$ cat src/hdl/pvr_pkg.sv
// Shared types, codes and defaults of the path vector route table.
`default_nettype none
package pvr_pkg;

    localparam int PVR_NODES_DEF = 64;

    localparam logic [1:0] OP_PATH     = 2'd0;
    localparam logic [1:0] OP_WITHDRAW = 2'd1;
    localparam logic [1:0] OP_LOST     = 2'd2;

    typedef struct packed {
        logic [1:0] op;
        logic [5:0] neighbor;
        logic [5:0] dest;
        logic [5:0] hop_node;
        logic       last;
    } pvr_in_t;

    typedef struct packed {
        logic       changed;
        logic [5:0] dest_out;
        logic [5:0] next_hop;
        logic [6:0] hops;
        logic       reachable;
        logic       last_out;
    } pvr_out_t;

    typedef enum logic [1:0] {
        K_NONE,
        K_ROUTE,
        K_LOST
    } pvr_kind_t;

    typedef enum logic [3:0] {
        S_CLEAR,
        S_IDLE,
        S_BRD,
        S_BDEC,
        S_SCAN,
        S_SFIN,
        S_SWR,
        S_EMIT,
        S_NRD,
        S_NDEC,
        S_PUSH,
        S_NEND
    } pvr_state_t;

    typedef struct packed {
        logic take;
        logic cfg_take;
        logic clr;
        logic bdec;
        logic scan_run;
        logic swr;
        logic emit;
        logic ndec;
        logic d_next;
        logic push;
        logic flush;
    } pvr_cmd_t;

    typedef struct packed {
        logic      clr_done;
        pvr_kind_t kind;
        logic      bdec_scan;
        logic      ndec_scan;
        logic      d_last;
        logic      scan_last;
        logic      out_free;
        logic      pend_valid;
    } pvr_stat_t;

endpackage
`default_nettype wire

$ cat src/hdl/pvr_ctrl.sv
// Sequencer of the route table: clearing, route update, neighbor loss and result hand-off.
`default_nettype none
module pvr_ctrl
    import pvr_pkg::*;
(
    input  wire logic      aclk,
    input  wire logic      aresetn,
    input  wire logic      s_valid,
    output logic           s_ready,
    input  wire logic      cfg_valid,
    output logic           cfg_ready,
    input  wire pvr_stat_t stat,
    output pvr_cmd_t       cmd
);

    pvr_state_t state_reg, state_next;
    logic       lost_reg, lost_next;

    always_ff @(posedge aclk) begin
        if (!aresetn) begin
            state_reg <= S_CLEAR;
            lost_reg  <= 1'b0;
        end else begin
            state_reg <= state_next;
            lost_reg  <= lost_next;
        end
    end

    always_comb begin
        state_next = state_reg;
        lost_next  = lost_reg;
        unique case (state_reg)
            S_CLEAR: if (stat.clr_done) state_next = S_IDLE;
            S_IDLE: begin
                if (cfg_valid) begin
                    state_next = S_CLEAR;
                end else if (s_valid) begin
                    unique case (stat.kind)
                        K_ROUTE: begin
                            state_next = S_BRD;
                            lost_next  = 1'b0;
                        end
                        K_LOST: begin
                            state_next = S_NRD;
                            lost_next  = 1'b1;
                        end
                        default: state_next = S_IDLE;
                    endcase
                end
            end
            S_BRD:  state_next = S_BDEC;
            S_BDEC: state_next = stat.bdec_scan ? S_SCAN : S_EMIT;
            S_SCAN: if (stat.scan_last) state_next = S_SFIN;
            S_SFIN: state_next = S_SWR;
            S_SWR:  state_next = lost_reg ? S_PUSH : S_EMIT;
            S_EMIT: if (stat.out_free) state_next = S_IDLE;
            S_NRD:  state_next = S_NDEC;
            S_NDEC: begin
                if (stat.ndec_scan)   state_next = S_SCAN;
                else if (stat.d_last) state_next = S_NEND;
                else                  state_next = S_NRD;
            end
            S_PUSH: begin
                if (!stat.pend_valid || stat.out_free)
                    state_next = stat.d_last ? S_NEND : S_NRD;
            end
            S_NEND: if (!stat.pend_valid || stat.out_free) state_next = S_IDLE;
            default: state_next = S_CLEAR;
        endcase
    end

    always_comb begin
        cmd       = '0;
        s_ready   = 1'b0;
        cfg_ready = 1'b0;
        unique case (state_reg)
            S_CLEAR: cmd.clr = 1'b1;
            S_IDLE: begin
                s_ready      = !cfg_valid;
                cfg_ready    = 1'b1;
                cmd.cfg_take = cfg_valid;
                cmd.take     = s_valid && !cfg_valid;
            end
            S_BDEC: cmd.bdec = 1'b1;
            S_SCAN: cmd.scan_run = 1'b1;
            S_SWR:  cmd.swr = 1'b1;
            S_EMIT: cmd.emit = stat.out_free;
            S_NDEC: begin
                cmd.ndec   = 1'b1;
                cmd.d_next = !stat.ndec_scan && !stat.d_last;
            end
            S_PUSH: begin
                cmd.push   = !stat.pend_valid || stat.out_free;
                cmd.d_next = cmd.push && !stat.d_last;
            end
            S_NEND: cmd.flush = stat.pend_valid && stat.out_free;
            default: cmd = '0;
        endcase
    end

endmodule
`default_nettype wire

$ cat config.mk
export PLATFORM = sky130hd
export DESIGN_NAME = pvr_ctrl
export DESIGN_NICKNAME = d
export VERILOG_FILES = /design/src/hdl/pvr_pkg.sv /design/src/hdl/pvr_ctrl.sv
export SDC_FILE = /design/constraint.sdc
export NUM_CORES = 1
export LEC_CHECK = 0
export CORE_AREA = 4 4 41 43
export DETAILED_ROUTE_END_ITERATION = 8
export DIE_AREA = 0 0 45 47
export DONT_BUFFER_PORTS = 1
export GPL_TIMING_DRIVEN = 0
export HOLD_SLACK_MARGIN = 0.1
export PLACE_DENSITY = 0.59
export SYNTH_ARGS = -nofsm -noshare
export SYNTH_HDL_FRONTEND = slang
export SYNTH_SLANG_ARGS = --single-unit
$ cat constraint.sdc
create_clock -name aclk -period 4 [get_ports aclk]
set_input_delay 1.2 -clock aclk [delete_from_list [all_inputs] [get_ports aclk]]
set_output_delay 1.2 -clock aclk [all_outputs]
set_load 0.05 [all_outputs]
==> results of run 1 <==
## final cells by class
type,instances,area (um^2)
plain buffers,4,43.8
multi-input cells,64,500
fillers,139,586
inverters,7,26.3
flip-flops and latches,5,100
clock buffers,4,26.3
well taps,15,18.8
## cells in the final DEF (no fill, tap or decap), types with 3 or more instances in the layout
master | netlist | routed
nand2_1 | 6 | 6
nor2b_1 | 5 | 5
o21ai_0 | 3 | 3
inv_1 | 6 | 6
a21oi_1 | 4 | 4
and2_1 | 3 | 3
clkbuf_4 | 0 | 3
dfxtp_1 | 5 | 5
nand3_1 | 3 | 3
nor3_1 | 8 | 6
nor2_1 | 3 | 3
ha_1 | 3 | 3
## metal layers
layer / routed length [um] / vias to the layer above
met5: 0 / -
li1: - / 303
met4: 0 / 0
met2: 819 / 26
met1: 658 / 301
met3: 119 / 0
## worst min-delay path, delay by kind of cell, from the launching register on
kind,cells,cell delay (ns)
flip-flops,1,0.32
AND/OR/NAND/NOR,1,0.06
multiplexers,1,0.12
## metrics by stage
stage | TNS [ns] | instances | cell area (um^2)
detailed placement | 0 | 95 | 684
global route | 0 | 99 | 716
CTS | 0 | 99 | 711
floorplan | 0 | 80 | 643
global placement | -0.00699 | 95 | 662
finish | 0 | 99 | 716
## power breakdown
part | switching [mW] | internal, mW
clock network | 0.0192 | 0.0376
registers | 0.0126 | 0.0559
logic | 0.109 | 0.0564
total | 0.141 | 0.150
## path summary, 6_finish.rpt
| kind | end | slack, ns |
|---|---|---|
| max | cmd[10] | 0.39 |
| min | lost_reg$_SDFFE_PN0P_ | 0.55 |
| max reg2reg | state_reg[3]$_SDFFE_PN0P_ | 1.84 |
| min reg2reg | lost_reg$_SDFFE_PN0P_ | 0.55 |
## cell families (layout without fill, tap and decap cells)
| group | count (synthesis) | in the layout |
|---|---|---|
| fa+ha+maj | 3 | 3 |
| flops | 5 | 5 |
| mux | 1 | 1 |
| simple gates | 40 | 40 |
| buf+inv | 11 | 15 |
| compound gates | 20 | 20 |
==> results.yml, run 1 <==
power:
  powerDensity_nw_per_um2: 406
  finalPower_mw: 0.291
  p_leak_nw: 0.277
  ir_drop_mv: 0.212
logic_synthesis:
  synth-xor-area-share_pct: 0
  synthCells: 80
  synth-edff-count: 0
  synth_fa_ha_area_share_pct: 5.84
  ys_async_sr_fraction_pct: 0
  synth_compound_area_share_pct: 25.1
  yosysTopAreaCell: "dfxtp_1"
  ys_types: 39
  yosysSeqAreaShare_pct: 15.6
  ys_ff_latch: 5
  netlist_area_um2: 643
  ys.flop_type: "dfxtp_1"
  synth_simple_gate_area_share_pct: 41.1
  synthTopCellsByArea: "dfxtp_1 (16%), nor3_1 (6.2%), ha_1 (5.8%), nor2b_1 (4.9%), o221ai_4 (4.1%)"
  avgSynthCellArea_um2: 8.04
  yosysMostFrequentCell: "nor3_1"
  synth_nets: 96
  synth_common_cells: "nor3_1 (8), inv_1 (6), nand2_1 (6), dfxtp_1 (5), nor2b_1 (5)"
  yosysWarnings: 0
  yosys-mux-area-fraction_pct: 1.56
  synth_top_area_share_pct: 15.6
  synth_top_family_by_area: "simple AND/OR/NAND/NOR gates"
timing:
  worst_slew_pin_slew_ns: 1.44
  postLayoutSetupSlackWorst_ns: 0.390
  rsz0062_at_grt: "false"
  worst_hold_slack_ns: 0.550
  setup_viol: 0
  skew_ns: 0.00111
  final-hold-violation-count: 0
  clock.fmax_mhz: 277
  final.min_clock_period_ns: 3.61
  drv_slew: 0
  slew_headroom_pct: 3.38
  fin_crit_sh_pct: 90.2
grt:
  met3_usage_pct: 4.21
  top_usage_layer: "met2"
  grt_first_pass_wirelength_um: 2620
  grtUsageMet2_pct: 26.6
  antenna_found_initial: 0
  grtUsageTotal_pct: 17.0
  met1_usage_pct: 21.1
  grt_max_degree: 11
  grt_pass1_vias: 607
  overflow: 0
status:
  status: "finished clean"
drt:
  ant_nets: 0
  wl_per_cell_um: 16.1
  vias: 630
  drt-pass1-iter-count: 4
  drt-total-wl_um: 1600
  first_iter_violations: 19
  vias_per_cell: 6.36
  post-route-drc-count: 0
final_layout:
  final_util_pct: 55.0
  syn2layout_area_growth_pct: 11.3
  fin_nets: 101
  num_antenna_cells: 0
  layout-drive-gt1-share_pct: 26.2
  largest_reg_flops: 4
floorplan:
  design.core.area_um2: 1300
  dieArea_um2: 2120
  num_rows: 13
  dieWidth_um: 45
  pin_count: 26
  start_util_pct: 49.4
  dieHeight_um: 47
placement:
  place_ws_ns: 0.380
  portBuffers: 0
  dp_hpwl_um: 1280
  place_congestion: 0.820
setup_path:
  crit_family: "simple AND/OR/NAND/NOR gates"
  startpoint_type: "flip-flop"
  rr_worst_depth: 6
  end_kind: "output port"
  cp.arrival_ns: 2.41
  cpPeakStageDelay_ns: 0.77
  crit_cells: 4
  path_buf_inv: 1
  startpoint: "state_reg[0]$_SDFFE_PN0P_"
  critPathRequiredTime_ns: 2.80
  reg2reg_from: "state_reg[0]$_SDFFE_PN0P_"
  cpMaxStageDelayCell: "nor4b_4"
  crit_chain: "nor4b_4, nand2b_4, inv_2, and2_1"
  critical_path.max_fanout: 8
  path_class: "reg -> out"
clock_network:
  insertion_delay_ns: 0.24
  numCtsBuffers: 3
  cts-resized-gates: 0
  cts_htree_levels: 1
  clkSlewWorstSetupHoldPaths_ns: 0.04
  root_buffer: "clkbuf_4"
  clockBufferDepth: 2
  cts.sinks: 5
  cts_setup_buffers: 0
  holdBufCountCts: 0
  cts_tree: "done"
hold_path:
  hp-class: "reg -> reg"
  hold_start: "lost_reg$_SDFFE_PN0P_"
  holdPathStages: 2
run:
  max_cap_violations: 0
Note: power is estimated with default switching activity, not from simulation.
==> run 2: changes to the inputs <==
Settings changed: CORE_AREA 4 4 41 43 to 10 10 47 49, DIE_AREA 0 0 45 47 to 0 0 57 59.
==> results.yml, run 2 (synthesis results as in run 1) <==
status:
  status: "finished clean"
grt:
  grtUsageTotal_pct: 9.82
  grt_max_degree: 11
  overflow: 0
  grt_pass1_vias: 620
  antenna_found_initial: 0
  grt_first_pass_wirelength_um: 2760
timing:
  setup_viol: 0
  clock.fmax_mhz: 277
  fin_crit_sh_pct: 90.2
  rsz0062_at_grt: "false"
  final.min_clock_period_ns: 3.61
  skew_ns: 0.00134
  final-hold-violation-count: 0
  worst_slew_pin_slew_ns: 1.21
  drv_slew: 0
  slew_headroom_pct: 18.8
  fin_setup_tns_ns: 0
  worst_hold_slack_ns: 0.568
hold_path:
  hp-class: "reg -> reg"
power:
  powerDensity_nw_per_um2: 389
  ir_drop_mv: 0.232
  finalPower_mw: 0.288
  p_leak_nw: 0.298
floorplan:
  start_util_pct: 45.9
  dieArea_um2: 3360
  dieWidth_um: 57
  dieHeight_um: 59
  design.core.area_um2: 1400
  pin_count: 26
  num_rows: 14
setup_path:
  path_class: "reg -> out"
  critical_path.max_fanout: 8
  cp.arrival_ns: 2.41
  end_kind: "output port"
  startpoint_type: "flip-flop"
  cpMaxStageDelayCell: "nor4b_4"
  critPathRequiredTime_ns: 2.80
  crit_chain: "nor4b_4, nand2b_4, inv_2, and2_1"
  cpPeakStageDelay_ns: 0.77
drt:
  drt-pass1-iter-count: 4
  vias_per_cell: 5.82
  vias: 605
  post-route-drc-count: 0
  drt-met1-wl_um: 669
  drt-total-wl_um: 1710
  first_iter_violations: 24
  wl_met2_um: 890
  ant_nets: 0
  highest_layer: "met3"
  wl_per_cell_um: 16.4
  wl_met3_um: 147
final_layout:
  layout-drive-gt1-share_pct: 28.4
  num_antenna_cells: 0
  n_fill_cell: 157
  fin_nets: 105
  syn2layout_area_growth_pct: 15.4
  final_cell_mix: "nor3_1 (7), nand2_1 (6), inv_1 (6)"
  largest_reg_flops: 4
  final_area_um2: 742
  final_common_cell: "nor3_1"
  final_util_pct: 52.9
clock_network:
  cts_setup_buffers: 0
  cts-resized-gates: 0
  cts_tree: "done"
  clkSlewWorstSetupHoldPaths_ns: 0.04
  holdBufCountCts: 0
  numCtsBuffers: 3
  root_buffer: "clkbuf_4"
  cts.sinks: 5
  insertion_delay_ns: 0.23
  cts_htree_levels: 1
  clockBufferDepth: 2
placement:
  portBuffers: 0
  dp_hpwl_um: 1410
  place_congestion: 0.814
  placed_area_um2: 716
run:
  max_cap_violations: 0
==> run 2: changes by cell type in the layout (fill, tap and decap cells not counted) <==
cell	before	now
nor3_1	6	7
nor3_2	2	1
buf_4	1	5
==> run 2: metrics by stage <==
stage | setup slack (ns) | instances
6_report | 0.390 | 104
5_1_grt | 0.305 | 104
4_1_cts | 0.356 | 104
3_5_place_dp | 0.470 | 100
3_3_place_gp | -0.0289 | 96
2_1_floorplan | 0.0617 | 80
==> run 2: per-layer routing <==
layer / up-vias / global-route usage [%]
li1: 304 / -
met1: 284 / 11.1
met2: 17 / 16.6
met3: 0 / 2.36
met4: 0 / 5.37
met5: - / 0
==> run 2: final timing paths <==
| check | slack, ns | startpoint | depth (start not counted) | end |
|---|---|---|---|---|
| min | 0.57 | lost_reg$_SDFFE_PN0P_ | 2 | lost_reg$_SDFFE_PN0P_ |
| max | 0.39 | state_reg[0]$_SDFFE_PN0P_ | 4 | cmd[10] |
| max reg2reg | 1.83 | state_reg[1]$_SDFFE_PN0P_ | 6 | state_reg[3]$_SDFFE_PN0P_ |
| min reg2reg | 0.57 | lost_reg$_SDFFE_PN0P_ | 2 | lost_reg$_SDFFE_PN0P_ |
==> run 2: worst max-delay path: cells and delay by family, from the launching register on <==
family        cells  cell delay, ns
buf+inv           1            0.27
flops             1            0.49
simple gates      3            1.41
==> run 2: power breakdown <==
group / switching, mW / internal [mW] / total [mW]
registers: 0.0128 / 0.0559 / 0.0687
logic: 0.108 / 0.0567 / 0.164
clock network: 0.0178 / 0.0375 / 0.0554
total: 0.138 / 0.150 / 0.288
==> run 2: layout make-up <==
cell class	instances	area [um^2]	share of cell area (%)
multi-input combinational	64	495	66.8
sequential	5	100	13.5
buffer	4	43.8	5.90
timing repair buffer	4	30.0	4.05
clock buffer	4	26.3	3.54
inverter	7	26.3	3.54
tap	16	20.0	2.70
==> run 3: changes to the inputs <==
Settings changed: CORE_AREA 10 10 47 49 to 4 4 41 43, CTS_BUF_LIST set to sky130_fd_sc_hd__clkbuf_4 sky130_fd_sc_hd__clkbuf_8, DIE_AREA 0 0 57 59 to 0 0 45 47.
==> results.yml, run 3 (synthesis results as in run 1) <==
final_layout:
  final_cell_mix: "nand2_1 (6), inv_1 (6), nor3_1 (6)"
  n_fill_cell: 139
  largest_reg_flops: 4
  syn2layout_area_growth_pct: 11.9
  layout-drive-gt1-share_pct: 27.4
  num_antenna_cells: 0
  fin_cells: 99
  fin_nets: 101
hold_path:
  hp-class: "reg -> reg"
  hold_start: "lost_reg$_SDFFE_PN0P_"
  holdPathEnd: "lost_reg$_SDFFE_PN0P_"
  holdPathStages: 2
power:
  ir_drop_mv: 0.212
  finalPower_mw: 0.297
  powerDensity_nw_per_um2: 413
  p_leak_nw: 0.280
floorplan:
  pin_count: 26
  dieArea_um2: 2120
  start_util_pct: 49.4
  design.core.area_um2: 1300
  dieHeight_um: 47
  num_rows: 13
  dieWidth_um: 45
clock_network:
  cts-resized-gates: 0
  root_buffer: "clkbuf_4"
  cts_tree: "done"
  cts_htree_levels: 1
  insertion_delay_ns: 0.24
  holdBufCountCts: 0
  cts_setup_buffers: 0
  numCtsBuffers: 3
  clockBufferDepth: 2
  cts.sinks: 5
  clkSlewWorstSetupHoldPaths_ns: 0.04
grt:
  grt_max_degree: 11
  grt_pass1_vias: 607
  grt_first_pass_wirelength_um: 2620
  grtUsageTotal_pct: 17.0
  overflow: 0
  antenna_found_initial: 0
drt:
  post-route-drc-count: 0
  drt-total-wl_um: 1590
  first_iter_violations: 19
  wl_per_cell_um: 16.1
  vias_per_cell: 6.36
  drt-pass1-iter-count: 4
  ant_nets: 0
  vias: 630
timing:
  slew_headroom_pct: 3.38
  worst_hold_slack_ns: 0.550
  setup_viol: 0
  clock.fmax_mhz: 277
  fin_crit_sh_pct: 90.2
  fin_setup_tns_ns: 0
  drv_slew: 0
  worst_slew_pin_slew_ns: 1.44
  final-hold-violation-count: 0
  rsz0062_at_grt: "false"
  skew_ns: 0.00128
  postLayoutSetupSlackWorst_ns: 0.390
  final.min_clock_period_ns: 3.61
setup_path:
  end_kind: "output port"
  critPathRequiredTime_ns: 2.80
  r2r_slack_ns: 1.84
  rr_worst_depth: 6
  worstReg2RegEnd: "state_reg[3]$_SDFFE_PN0P_"
  cp.arrival_ns: 2.41
  reg2reg_from: "state_reg[0]$_SDFFE_PN0P_"
  path_class: "reg -> out"
  critical_path.max_fanout: 8
  startpoint_type: "flip-flop"
placement:
  dp_hpwl_um: 1280
  portBuffers: 0
  place_inst: 95
  place_ws_ns: 0.380
  place_congestion: 0.820
status:
  status: "finished clean"
run:
  max_cap_violations: 0
run 3: worst max-delay path by stage:
stage	from	to	slack, ns	cells past startpoint
2_1_floorplan	stat[1]	cmd[4]	0.06	2
3_3_place_gp	stat[0]	cmd[2]	-0.005	4
3_5_place_dp	stat[0]	cmd[1]	0.38	2
4_1_cts	state_reg[0]$_SDFFE_PN0P_	cmd[10]	0.37	4
5_1_grt	state_reg[0]$_SDFFE_PN0P_	cmd[10]	0.26	4
6_report	state_reg[0]$_SDFFE_PN0P_	cmd[10]	0.39	4
run 3: cell type report:
| type | instances | area (um^2) | share of cell area [%] |
|---|---|---|---|
| inverters | 7 | 26.3 | 3.65 |
| well taps | 15 | 18.8 | 2.61 |
| plain buffers | 4 | 43.8 | 6.09 |
| multi-input cells | 64 | 500 | 69.6 |
| clock buffers | 4 | 30.0 | 4.17 |
| flip-flops and latches | 5 | 100 | 13.9 |
run 3: worst max-delay path, stage by stage, from the launching register on:
cell	delay [ns]
dfxtp_1	0.49
nor4b_4	0.77
nand2b_4	0.16
inv_2	0.26
and2_1	0.49
run 3: layer usage:
metal | part of all wire [%] | global-route usage [%] | vias to the layer above
met5 | 0 | 0 | -
met4 | 0 | 9.94 | 0
met3 | 7.5 | 4.21 | 0
met2 | 51 | 26.6 | 26
met1 | 41 | 21.1 | 301
li1 | - | - | 303
run 3: through the flow:
step | util [%] | area (um^2)
2_1_floorplan | - | 643
6_report | 55.3 | 719
4_1_cts | 54.9 | 714
3_5_place_dp | 52.6 | 684
3_3_place_gp | 50.9 | 662
5_1_grt | 55.3 | 719
run 3: report_power, final:
part	switching (mW)	internal, mW	leakage [nW]	total [mW]
Combinational	0.109	0.0564	0.221	0.166
Clock	0.0191	0.0444	0.0184	0.0635
Sequential	0.0126	0.0559	0.0407	0.0685
Total	0.141	0.157	0.280	0.297
